===== src/wsdw_pkg.sv =====
// ----------------------------------------------------------------------------
// Word-serial divider package
// Shared constants and the command/status types that pass between the
// controller and the datapath.
// ----------------------------------------------------------------------------
package wsdw_pkg;

   // Width of every payload field on the channels
   localparam int IO_BITS = 64;

   // Default word width of the arithmetic
   localparam int WORD_BITS_DEF = 64;

   // Commands from the controller to the datapath
   typedef struct packed {
      logic accept_pre;   // take a word, set up reduction of the kept remainder
      logic accept_main;  // take a word, set up the main division directly
      logic step;         // one restoring shift/subtract step
      logic to_main;      // last reduction step, then reload for the main pass
      logic finish;       // load the result register, update kept remainder
   } wsdw_cmd_type;

   // Status from the datapath to the controller
   typedef struct packed {
      logic need_pre;     // kept remainder is not below the divisor
   } wsdw_status_type;

endpackage


===== src/wsdw_req_if.sv =====
// ----------------------------------------------------------------------------
// Request channel
// Carries one dividend word and its final-word mark per transfer.
// ----------------------------------------------------------------------------
interface wsdw_req_if import wsdw_pkg::*; ();
   logic               valid;
   logic               ready;
   logic [IO_BITS-1:0] dividend_word;
   logic               final_word;

   modport source (output valid, output dividend_word, output final_word, input ready);
   modport sink   (input valid, input dividend_word, input final_word, output ready);
endinterface


===== src/wsdw_rsp_if.sv =====
// ----------------------------------------------------------------------------
// Response channel
// Carries one quotient word, the running remainder and the last mark.
// ----------------------------------------------------------------------------
interface wsdw_rsp_if import wsdw_pkg::*; ();
   logic               valid;
   logic               ready;
   logic [IO_BITS-1:0] quotient_word;
   logic [IO_BITS-1:0] remainder_word;
   logic               is_last;

   modport source (output valid, output quotient_word, output remainder_word,
                   output is_last, input ready);
   modport sink   (input valid, input quotient_word, input remainder_word,
                   input is_last, output ready);
endinterface


===== src/wsdw_csr_if.sv =====
// ----------------------------------------------------------------------------
// Configuration write channel
// Carries the divisor register write data.
// ----------------------------------------------------------------------------
interface wsdw_csr_if import wsdw_pkg::*; ();
   logic               valid;
   logic               ready;
   logic [IO_BITS-1:0] divisor;

   modport source (output valid, output divisor, input ready);
   modport sink   (input valid, input divisor, output ready);
endinterface


===== src/wsdw_dpath.sv =====
// ----------------------------------------------------------------------------
// Word-serial divider datapath
// Divisor and kept remainder registers, a radix-2 restoring divide unit
// and the result register.
// ----------------------------------------------------------------------------
module wsdw_dpath import wsdw_pkg::*; #(
   parameter int WORD_BITS = WORD_BITS_DEF
) (
   input  logic               clock,
   input  logic               reset,
   input  wsdw_cmd_type       cmd,
   output wsdw_status_type    status,
   input  logic [IO_BITS-1:0] req_word,
   input  logic               req_final,
   input  logic               csr_write,
   input  logic [IO_BITS-1:0] csr_data,
   output logic [IO_BITS-1:0] rsp_quotient,
   output logic [IO_BITS-1:0] rsp_remainder,
   output logic               rsp_last
);

   logic [WORD_BITS-1:0] div_ff, div_in;
   logic [WORD_BITS-1:0] rem_ff, rem_in;
   logic [WORD_BITS-1:0] p_ff, p_in;
   logic [WORD_BITS-1:0] lo_ff, lo_in;
   logic [WORD_BITS-1:0] q_ff, q_in;
   logic [WORD_BITS-1:0] word_ff, word_in;
   logic                 last_ff, last_in;
   logic [WORD_BITS-1:0] quo_out_ff, quo_out_in;
   logic [WORD_BITS-1:0] rem_out_ff, rem_out_in;
   logic                 last_out_ff, last_out_in;

   logic [WORD_BITS-1:0] csr_value;
   logic [WORD_BITS-1:0] shifted;
   logic                 sub;
   logic [WORD_BITS-1:0] p_step;

   assign csr_value = csr_data[WORD_BITS-1:0];

   // One restoring step: shift in the next dividend bit, subtract if it fits
   always_comb begin
      shifted = {p_ff[WORD_BITS-2:0], lo_ff[WORD_BITS-1]};
      sub     = p_ff[WORD_BITS-1] | (shifted >= div_ff);
      p_step  = sub ? (shifted - div_ff) : shifted;
   end

   assign status.need_pre = (rem_ff >= div_ff);

   // Next values of the working and result registers
   always_comb begin
      div_in      = div_ff;
      rem_in      = rem_ff;
      p_in        = p_ff;
      lo_in       = lo_ff;
      q_in        = q_ff;
      word_in     = word_ff;
      last_in     = last_ff;
      quo_out_in  = quo_out_ff;
      rem_out_in  = rem_out_ff;
      last_out_in = last_out_ff;

      // drop zero divisor writes
      if (csr_write && (csr_value != '0)) begin
         div_in = csr_value;
      end

      if (cmd.accept_pre) begin
         // reduce the kept remainder first: divide (0 : remainder)
         p_in    = '0;
         lo_in   = rem_ff;
         word_in = req_word[WORD_BITS-1:0];
         last_in = req_final;
      end
      if (cmd.accept_main) begin
         p_in    = rem_ff;
         lo_in   = req_word[WORD_BITS-1:0];
         word_in = req_word[WORD_BITS-1:0];
         last_in = req_final;
      end
      if (cmd.step) begin
         p_in  = p_step;
         lo_in = {lo_ff[WORD_BITS-2:0], 1'b0};
         q_in  = {q_ff[WORD_BITS-2:0], sub};
      end
      if (cmd.to_main) begin
         // reduced remainder becomes the high half of the main division
         p_in  = p_step;
         lo_in = word_ff;
      end
      if (cmd.finish) begin
         quo_out_in  = q_ff;
         rem_out_in  = p_ff;
         last_out_in = last_ff;
         rem_in      = last_ff ? '0 : p_ff;
      end
   end

   // Control-relevant state with reset
   always_ff @(posedge clock) begin
      if (reset) begin
         div_ff <= WORD_BITS'(1);
         rem_ff <= '0;
      end else begin
         div_ff <= div_in;
         rem_ff <= rem_in;
      end
   end

   // Payload registers
   always_ff @(posedge clock) begin
      p_ff        <= p_in;
      lo_ff       <= lo_in;
      q_ff        <= q_in;
      word_ff     <= word_in;
      last_ff     <= last_in;
      quo_out_ff  <= quo_out_in;
      rem_out_ff  <= rem_out_in;
      last_out_ff <= last_out_in;
   end

   assign rsp_quotient  = IO_BITS'(quo_out_ff);
   assign rsp_remainder = IO_BITS'(rem_out_ff);
   assign rsp_last      = last_out_ff;

endmodule


===== src/wsdw_ctrl.sv =====
// ----------------------------------------------------------------------------
// Word-serial divider controller
// Sequences the optional remainder reduction pass, the main division pass
// and the hand-off into the result register.
// ----------------------------------------------------------------------------
module wsdw_ctrl import wsdw_pkg::*; #(
   parameter int WORD_BITS = WORD_BITS_DEF
) (
   input  logic            clock,
   input  logic            reset,
   input  logic            req_valid,
   output logic            req_ready,
   output logic            rsp_valid,
   input  logic            rsp_ready,
   input  wsdw_status_type status,
   output wsdw_cmd_type    cmd
);

   localparam int CNT_BITS = $clog2(WORD_BITS);
   localparam logic [CNT_BITS-1:0] LAST_CNT = CNT_BITS'(WORD_BITS - 1);

   typedef enum logic [3:0] {
      S_IDLE = 4'b0001,
      S_PRE  = 4'b0010,
      S_MAIN = 4'b0100,
      S_DONE = 4'b1000
   } wsdw_state_type;

   wsdw_state_type      state_ff, state_in;
   logic [CNT_BITS-1:0] cnt_ff, cnt_in;
   logic                rsp_valid_ff, rsp_valid_in;
   logic                accept;

   assign req_ready = (state_ff == S_IDLE);
   assign accept    = req_valid & req_ready;
   assign rsp_valid = rsp_valid_ff;

   // Next state, step counter and datapath commands
   always_comb begin
      state_in = state_ff;
      cnt_in   = cnt_ff;
      cmd      = '0;
      case (state_ff)
         S_IDLE: begin
            if (accept) begin
               if (status.need_pre) begin
                  cmd.accept_pre = 1'b1;
                  state_in       = S_PRE;
               end else begin
                  cmd.accept_main = 1'b1;
                  state_in        = S_MAIN;
               end
            end
         end
         S_PRE: begin
            if (cnt_ff == LAST_CNT) begin
               cmd.to_main = 1'b1;
               cnt_in      = '0;
               state_in    = S_MAIN;
            end else begin
               cmd.step = 1'b1;
               cnt_in   = cnt_ff + 1'b1;
            end
         end
         S_MAIN: begin
            cmd.step = 1'b1;
            if (cnt_ff == LAST_CNT) begin
               cnt_in   = '0;
               state_in = S_DONE;
            end else begin
               cnt_in = cnt_ff + 1'b1;
            end
         end
         S_DONE: begin
            // hold until the result register is free
            if (!rsp_valid_ff || rsp_ready) begin
               cmd.finish = 1'b1;
               state_in   = S_IDLE;
            end
         end
         default: begin
            state_in = S_IDLE;
            cnt_in   = '0;
         end
      endcase
   end

   // Result register valid: set on finish, clear on transfer
   always_comb begin
      if (cmd.finish) begin
         rsp_valid_in = 1'b1;
      end else if (rsp_ready) begin
         rsp_valid_in = 1'b0;
      end else begin
         rsp_valid_in = rsp_valid_ff;
      end
   end

   always_ff @(posedge clock) begin
      if (reset) begin
         state_ff     <= S_IDLE;
         cnt_ff       <= '0;
         rsp_valid_ff <= 1'b0;
      end else begin
         state_ff     <= state_in;
         cnt_ff       <= cnt_in;
         rsp_valid_ff <= rsp_valid_in;
      end
   end

   // An accepted word always starts a division pass
   assert property (@(posedge clock) disable iff (reset)
      accept |=> (state_ff == S_PRE || state_ff == S_MAIN))
      else $error("accepted word did not start a division pass");

   // The step counter runs only inside a division pass
   assert property (@(posedge clock) disable iff (reset)
      (cnt_ff != '0) |-> (state_ff == S_PRE || state_ff == S_MAIN))
      else $error("step counter running outside a division pass");

   // A finished result never overwrites one still waiting
   assert property (@(posedge clock) disable iff (reset)
      cmd.finish |-> (!rsp_valid_ff || rsp_ready))
      else $error("result register overwritten");

   // A result becomes valid only in the cycle after a finish
   assert property (@(posedge clock) disable iff (reset)
      $rose(rsp_valid_ff) |-> $past(cmd.finish))
      else $error("result valid without a finished division");

endmodule


===== src/word_serial_divide_by_word.sv =====
// Sequence: a request transfer starts the main pass, or first a reduction
//   pass when the kept remainder must be reduced (divisor changed in the
//   middle of a dividend); then the result register is loaded once free.
// Flow: a new word is taken only when idle, after the last one is finished;
//   the radix-2 divide unit does one shift/subtract step per cycle.
// Reset: divisor = 1, kept remainder = 0, no result pending.
// ----------------------------------------------------------------------------
// Word-serial divide by word
// Divides a long unsigned integer, streamed most significant word first,
// by a single-word divisor; returns quotient words and the running remainder.
// ----------------------------------------------------------------------------
module word_serial_divide_by_word import wsdw_pkg::*; #(
   parameter int WORD_BITS = WORD_BITS_DEF
) (
   input  logic          clock,
   input  logic          reset,
   wsdw_req_if.sink      req_chan,
   wsdw_rsp_if.source    rsp_chan,
   wsdw_csr_if.sink      csr_chan
);

   wsdw_cmd_type    cmd;
   wsdw_status_type status;
   logic            csr_write;

   // Divisor channel takes a write every cycle; zero writes are dropped
   assign csr_chan.ready = 1'b1;
   assign csr_write      = csr_chan.valid & csr_chan.ready;

   wsdw_ctrl #(
      .WORD_BITS (WORD_BITS)
   ) u_ctrl (
      .clock     (clock),
      .reset     (reset),
      .req_valid (req_chan.valid),
      .req_ready (req_chan.ready),
      .rsp_valid (rsp_chan.valid),
      .rsp_ready (rsp_chan.ready),
      .status    (status),
      .cmd       (cmd)
   );

   wsdw_dpath #(
      .WORD_BITS (WORD_BITS)
   ) u_dpath (
      .clock         (clock),
      .reset         (reset),
      .cmd           (cmd),
      .status        (status),
      .req_word      (req_chan.dividend_word),
      .req_final     (req_chan.final_word),
      .csr_write     (csr_write),
      .csr_data      (csr_chan.divisor),
      .rsp_quotient  (rsp_chan.quotient_word),
      .rsp_remainder (rsp_chan.remainder_word),
      .rsp_last      (rsp_chan.is_last)
   );

endmodule

===== src/flat_wrapper.sv =====
// flat-port wrapper written by rule: the top's interface ports become plain ports
module word_serial_divide_by_word_flat import wsdw_pkg::*;
#(
   parameter int WORD_BITS = WORD_BITS_DEF
)
  (clock, reset, req_chan_valid, req_chan_dividend_word, req_chan_final_word, req_chan_ready, rsp_chan_valid, rsp_chan_quotient_word, rsp_chan_remainder_word, rsp_chan_is_last, rsp_chan_ready, csr_chan_valid, csr_chan_divisor, csr_chan_ready);
  wsdw_req_if req_chan_i ();
  wsdw_rsp_if rsp_chan_i ();
  wsdw_csr_if csr_chan_i ();
  input  logic clock;
  input  logic reset;
  input wire logic [$bits(req_chan_i.valid)-1:0] req_chan_valid;
  input wire logic [$bits(req_chan_i.dividend_word)-1:0] req_chan_dividend_word;
  input wire logic [$bits(req_chan_i.final_word)-1:0] req_chan_final_word;
  output wire logic [$bits(req_chan_i.ready)-1:0] req_chan_ready;
  output wire logic [$bits(rsp_chan_i.valid)-1:0] rsp_chan_valid;
  output wire logic [$bits(rsp_chan_i.quotient_word)-1:0] rsp_chan_quotient_word;
  output wire logic [$bits(rsp_chan_i.remainder_word)-1:0] rsp_chan_remainder_word;
  output wire logic [$bits(rsp_chan_i.is_last)-1:0] rsp_chan_is_last;
  input wire logic [$bits(rsp_chan_i.ready)-1:0] rsp_chan_ready;
  input wire logic [$bits(csr_chan_i.valid)-1:0] csr_chan_valid;
  input wire logic [$bits(csr_chan_i.divisor)-1:0] csr_chan_divisor;
  output wire logic [$bits(csr_chan_i.ready)-1:0] csr_chan_ready;
  assign req_chan_i.valid = req_chan_valid;
  assign req_chan_i.dividend_word = req_chan_dividend_word;
  assign req_chan_i.final_word = req_chan_final_word;
  assign req_chan_ready = req_chan_i.ready;
  assign rsp_chan_valid = rsp_chan_i.valid;
  assign rsp_chan_quotient_word = rsp_chan_i.quotient_word;
  assign rsp_chan_remainder_word = rsp_chan_i.remainder_word;
  assign rsp_chan_is_last = rsp_chan_i.is_last;
  assign rsp_chan_i.ready = rsp_chan_ready;
  assign csr_chan_i.valid = csr_chan_valid;
  assign csr_chan_i.divisor = csr_chan_divisor;
  assign csr_chan_ready = csr_chan_i.ready;
  word_serial_divide_by_word #(.WORD_BITS(WORD_BITS)) u_core (.clock(clock), .reset(reset), .req_chan(req_chan_i), .rsp_chan(rsp_chan_i), .csr_chan(csr_chan_i));
endmodule

===== config.mk =====
export PLATFORM = sky130hd
export DESIGN_NAME = word_serial_divide_by_word_flat
export DESIGN_NICKNAME = d
export VERILOG_FILES = /design/src/wsdw_pkg.sv /design/src/wsdw_req_if.sv /design/src/wsdw_rsp_if.sv /design/src/wsdw_csr_if.sv /design/src/wsdw_dpath.sv /design/src/wsdw_ctrl.sv /design/src/word_serial_divide_by_word.sv /design/src/flat_wrapper.sv
export SDC_FILE = /design/constraint.sdc
export NUM_CORES = 1
export LEC_CHECK = 0
export BUFFER_PORTS_ARGS = -buffer_cell sky130_fd_sc_hd__clkbuf_2
export CAP_MARGIN = 0
export CORE_MARGIN = 4
export CORE_UTILIZATION = 44
export DETAILED_ROUTE_END_ITERATION = 10
export SYNTH_ARGS = -nofsm -noshare
export SYNTH_HDL_FRONTEND = slang
export SYNTH_SLANG_ARGS = --single-unit

===== constraint.sdc =====
create_clock -name clock -period 6.6 [get_ports clock]
set_input_delay 0.33 -clock clock [delete_from_list [all_inputs] [get_ports clock]]
set_output_delay 0.33 -clock clock [all_outputs]
set_load 0.03 [all_outputs]

======== Yosys cells after proc, flatten, opt, wreduce, memory -nomap -nowiden ========
Index checks and enable logic that the tools add are counted.
storage, ports and cells
  flip-flop bits (word level) ............. 525
  bits of input ports ..................... 134
  output and inout port bits .............. 132
operators by class
  $add $sub $neg .......................... 2
  order comparisons ....................... 2
  eq/ne operators ......................... 9
  multiplexer cells ....................... 34
  bitwise gates (word level) .............. 2
  reductions and logical operators ........ 10
operators by type and width
  operator                                                count
  2-to-1 mux 64 bit                                       12
  greater-or-equal comparator 64 bit                      2
  nonzero test 64 bit                                     1
  subtractor 64 bit                                       1
  2-to-1 mux 4 bit                                        4
  one-hot mux 4 bit (4 select lines)                      1
  one-hot mux 6 bit (2 select lines)                      1
  2-to-1 mux 1 bit                                        11
  adder 6 x 1 -> 6 bit (second input constant)            1
  == test 6 bit (second input constant)                   1
  2-to-1 mux 6 bit                                        1
  inequality test 2 bit (second input constant)           3
  == test 4 x 1 -> 1 bit (second input constant)          1
  == test 4 x 2 -> 1 bit (second input constant)          1
  == test 4 x 3 -> 1 bit (second input constant)          1
  == test 4 bit (second input constant)                   1
  2-to-1 mux 2 bit                                        2
  AND reduction 4 bit                                     1
  nonzero test 2 bit                                      2
  nonzero test 4 bit                                      1
  OR reduction 2 bit                                      2
  2-to-1 mux 3 bit                                        1
  inequality test 2 x 1 -> 1 bit (second input constant)  1
  one-hot mux 1 bit (2 select lines)                      1
  other kinds (5)                                         5

======== Longest topological paths before layout ========
  depth after elaboration ................. 8
  depth in mapped cells ................... 15
  mapped depth without buffers ............ 14

======== Modules after synthesis ========
From an unflattened synthesis, not the netlist that was laid out.
second synthesis, totals
  cell total of the unflattened synthesis .. 2,484
  area, all modules ....................... 26,123.8 µm²
by module, submodules not included
  module                      instances  cells an instance  area an instance (µm²)
  wsdw_dpath                  1          2,406              25,426.9
  wsdw_ctrl                   1          76                 685.7
  word_serial_divide_by_word  1          2                  11.3

======== Worst setup path after synthesis ========
Ideal clock, no wire load.
  path type ............................... register to register
  start ................................... register u_core.u_ctrl.state_ff[0]
  end ..................................... register u_core.u_dpath.lo_ff[0], enable pin
  data arrival time ....................... 3.443 ns
  data required time ...................... 5.484 ns
  setup slack ............................. 2.041 ns
  stages on the path, launching flop included .. 7
  path buffers ............................ 2
  cell sequence ........................... dfxtp_1 -> nor2_1 -> nand3b_1 -> and2_1 -> clkbuf_1 -> clkbuf_1 -> nand2_1
between the ends
  cells in the longest elaborated chain, start to end .. 5
RTL lines
  item                            RTL line                          RTL
  start, declared                 wsdw_ctrl.sv:29                   wsdw_state_type state_ff, state_in;
  start signal, assigned          wsdw_ctrl.sv:105                  state_ff <= state_in;
  == test 4 x 1 -> 1 bit          wsdw_ctrl.sv:34, wsdw_ctrl.sv:43
  bitwise AND 1 bit               wsdw_ctrl.sv:35                   assign accept = req_valid & req_ready;
  2-to-1 mux 2 bit                wsdw_ctrl.sv:45                   if (accept) begin
  2-to-1 mux 2 bit                wsdw_ctrl.sv:43                   case (state_ff)
  nonzero test 4 bit (no line) *  n/a
  end signal, assigned            wsdw_dpath.sv:112                 lo_ff <= lo_in;
  end, declared                   wsdw_dpath.sv:25                  logic [WORD_BITS-1:0] lo_ff, lo_in;
Mark *: on every way between the ends. The rest lies on a longest branch, timed or not.
A chain may end at the register's enable or synchronous reset.

======== Worst setup path in the final report ========
  start ................................... register u_core.u_dpath.lo_ff[63]
  end ..................................... register u_core.u_dpath.p_ff[57], data pin
between the ends
  cells in the longest elaborated chain, start to end .. 5
RTL lines
  item                                RTL line           RTL
  greater-or-equal comparator 64 bit  wsdw_dpath.sv:43   sub = p_ff[WORD_BITS-1] | (shifted >= div_ff);
  bitwise OR 1 bit                    wsdw_dpath.sv:43
  2-to-1 mux 64 bit *                 wsdw_dpath.sv:44   p_step = sub ? (shifted - div_ff) : shifted;
  2-to-1 mux 64 bit                   wsdw_dpath.sv:80   if (cmd.step) begin
  2-to-1 mux 64 bit *                 wsdw_dpath.sv:85   if (cmd.to_main) begin
  net u_core.u_dpath.p_in[57]         wsdw_dpath.sv:24   logic [WORD_BITS-1:0] p_ff, p_in;
  end signal, assigned                wsdw_dpath.sv:111  p_ff <= p_in;
  end, declared                       wsdw_dpath.sv:24
Mark *: on every way through the listed nets, which the timed path passes. The rest lies on a longest branch.

==> flow_summary.toml <==
[status]
status = "complete, no violations"

[routing]
vias = 19500
postRouteAntennaNets = 0
dr.first_iter.drc_count = 1633
highest_layer = "met5"
wl_met3_mm = 5.44
drt-vias-per-instance = 5.74
wl_met2_mm = 33.8
wire_per_inst_um = 22.1
wl_met1_mm = 34.2
drtPass1Iterations = 5
drc = 0
drt_wl_total_mm = 75.3

[worst_hold_path]
hold_path_depth = 3
hold_end = "u_core.u_dpath.div_ff[52]$_SDFFE_PP0P_"
min_path_type = "input port to flip-flop"
holdCritStartpoint = "csr_chan_divisor[52]"

[timing]
report.final.hold_viol_count = 0
relSlewSlack_pct = 15.3
rsz0062_at_grt = "no"
setup_violations = 0
timing.fmax_mhz = 206
worstMarginPinSlew_ns = 1.27
drv_slew = 0
min_period_over_period_pct = 73.7
tns_ns = 0
period_needed_ns = 4.86
clock_skew_ns = 0.0139

[cts]
cts.path.max_buffers = 3
cts_buffers = 55
cts_tree = "done"
clock_sinks = 525
path_clk_slew_ns = 0.06
clock_latency_ns = 0.62
post_cts_buffers = 0
cts-root-buf = "clkbuf_16"
ctsResizeCount = 0
htree_levels = 2

[setup_path]
r2r-end = "u_core.u_dpath.p_ff[57]$_DFFE_PP_"
criticalPathCategory = "flip-flop to flip-flop"
slowest_delay_ns = 1.00
crit_required_ns = 7.03
rrSetupSlack_ns = 1.74
crit-reg2reg-launch = "u_core.u_dpath.lo_ff[63]$_DFFE_PP_"
arrival_ns = 5.30
end_kind = "flip-flop"
reg2reg_depth = 15
crit_slowest_cell = "nor2_2"
cp_max_fo = 27
path_cells = "inv_1 -> ha_1 -> inv_1 -> fa_1 -> a21oi_1 -> o2bb2ai_1 -> o311ai_1 -> nand4_1 -> a2111oi_4 -> o31ai_4 -> buf_4 -> nor2_2 -> a221oi_1 -> a41o_1 -> a32oi_1"
worst_setup_path_start_kind = "flip-flop"
critPathMostFrequentCell = "inv_1"

[synth]
synth_area_per_cell_um2 = 11.1
ys_async_sr_fraction_pct = 0
synthCells = 2279
synth_seq_cells = 525
yosysWarningCount = 0
ys_seq_area_share_pct = 57.0
synth_edf_count = 386
ys.flop_type = "edfxtp_1"
netlist_area_um2 = 25200
synthDistinctLibCells = 81
synth_fp_nets = 2543

[layout]
nNetsFinal = 2868
seq_area_um2 = 14400
layout_common_cells = "386 x edfxtp_1, 263 x clkbuf_2, 245 x nand2_1"
layout-drive-gt1-share_pct = 14.9
num-fill-cells = 4967
stdcell_count = 3408
area_delta_synth_final_pct = 19.7
layout_commonest_cell = "edfxtp_1"
multi_input_area_um2 = 9980
final_cell_area_um2 = 30200

[place]
dp.final_hpwl_mm = 51.4
io_buffers = 264
place_inst = 3189
place_congestion = 0.914
place_area_um2 = 27100

[run]
drv_cap = 0

[global_routing]
antenna_found_initial = 4
grt_max_degree = 80
grt_pass1_wl_mm = 114
grt_pass1_vias = 19300
grt.total_usage_pct = 24.0
overflow = 0

[pwr]
powerDensity_nw_per_um2 = 327
peakVddDrop_mv = 0.198
p_leak_uw = 0.0114

[die]
start_util_pct = 44.6
die_area_um2 = 61200
die_h_um = 247
core-area_um2 = 56500
io_pins = 266
die_w_um = 247
num_rows = 87
[metrics by stage]
stage	util (%)	power [uW]	setup WS (ns)	hold slack (ns)
6_report	53.4	9860	1.74	0.0352
5_1_grt	53.4	10300	1.44	0.0207
4_1_cts	53.4	9900	1.75	0.000358
3_5_place_dp	48.0	6570	1.76	0.413
3_3_place_gp	48.0	6550	1.93	0.408
2_1_floorplan	-	5890	2.04	0.400
[repair_timing]
item,4_1_cts,5_1_grt
hold endpoints to repair,114,0
hold buffers,114,0
endpoints found under the setup margin,0,0
[synthesized netlist by cell type, types with 7 or more instances]
master | number | area share, %
nand2_1 | 249 | 3.7
o21bai_1 | 13 | 0.39
nor3b_1 | 63 | 1.9
nor4_1 | 17 | 0.42
clkbuf_1 | 101 | 1.5
a21oi_1 | 235 | 4.7
nor3_1 | 22 | 0.44
o21ai_1 | 99 | 2.0
buf_2 | 14 | 0.28
o211ai_1 | 8 | 0.24
dfxtp_1 | 139 | 11
and2_1 | 9 | 0.22
nand2b_1 | 9 | 0.22
nand3_1 | 18 | 0.36
mux2i_1 | 88 | 3.5
nor2b_1 | 10 | 0.25
xor2_1 | 19 | 0.66
ha_1 | 129 | 6.4
edfxtp_1 | 386 | 46
a22oi_1 | 82 | 2.4
a31oi_1 | 10 | 0.25
o21ai_0 | 67 | 1.3
and3_1 | 13 | 0.32
buf_4 | 10 | 0.30
a211oi_1 | 12 | 0.36
a21o_1 | 43 | 1.3
inv_1 | 92 | 1.4
a221oi_1 | 7 | 0.24
xnor2_1 | 33 | 1.1
nand4_1 | 40 | 0.99
nor2_1 | 132 | 2.0
[worst max path at each step]
stage | startpoint | slack, ns | depth (start not counted) | endpoint
after floorplan | u_core.u_ctrl.state_ff[0]$_SDFFE_PP1P_ | 2.04 | 6 | u_core.u_dpath.lo_ff[0]$_DFFE_PP_
after global placement | u_core.u_dpath.p_ff[54]$_DFFE_PP_ | 1.93 | 12 | u_core.u_dpath.p_ff[61]$_DFFE_PP_
after detailed placement | u_core.u_dpath.lo_ff[63]$_DFFE_PP_ | 1.76 | 15 | u_core.u_dpath.p_ff[59]$_DFFE_PP_
after CTS | u_core.u_dpath.lo_ff[63]$_DFFE_PP_ | 1.75 | 15 | u_core.u_dpath.p_ff[59]$_DFFE_PP_
after global routing | u_core.u_dpath.lo_ff[63]$_DFFE_PP_ | 1.44 | 15 | u_core.u_dpath.p_ff[59]$_DFFE_PP_
final | u_core.u_dpath.lo_ff[63]$_DFFE_PP_ | 1.74 | 15 | u_core.u_dpath.p_ff[57]$_DFFE_PP_
[flip-flops by register name, summed over array words and instances (netlist names)]
register	count
u_core.u_ctrl.state_ff	4
u_core.u_dpath.p_ff	64
u_core.u_dpath.word_ff	64
u_core.u_dpath.div_ff	64
u_core.u_ctrl.cnt_ff	6
u_core.u_ctrl.rsp_valid	1
u_core.u_dpath.q_ff	64
u_core.u_dpath.rsp_remainder	64
u_core.u_dpath.rsp_last	1
u_core.u_dpath.rem_ff	64
u_core.u_dpath.rsp_quotient	64
u_core.u_dpath.lo_ff	64
u_core.u_dpath.last_ff	1
[layout make-up]
type	instances	area share (%)
multi-input cells	1532	33.1
clock inverters	40	1.52
flip-flops and latches	525	47.7
repair buffers	397	8.69
clock buffers	64	4.74
inverters	93	1.17
well taps	756	3.14
diodes	1	0.00830
[worst max-delay path, delay by kind of cell, from the launching register on]
| kind | cells | cell delay [ns] |
|---|---|---|
| buffers and inverters | 3 | 0.42 |
| DFF | 1 | 0.39 |
| adders and majority gates | 2 | 0.54 |
| AOI/OAI and AO/OA | 8 | 2.03 |
| and+or+nand+nor | 2 | 1.28 |
[layer usage]
metal | GRT usage [%] | up-vias
met5 | 0 | -
met4 | 6.87 | 6
met3 | 3.99 | 105
met2 | 38.3 | 709
met1 | 34.0 | 9553
li1 | - | 9174
[cells by family after synthesis]
logic type | share of synthesized area [%]
flops | 57.0
simple gates | 11.5
buf+inv | 3.56
compound gates | 16.0
other cells | 0.0149
xor+xnor | 1.81
fa+ha+maj | 6.48
mux | 3.54
[where the power goes]
part	switching [uW]	internal (uW)
clock network	1370	1890
logic	1560	835
registers	195	4010
total	3120	6730
No activity file was read; power rests on OpenSTA's default activity.
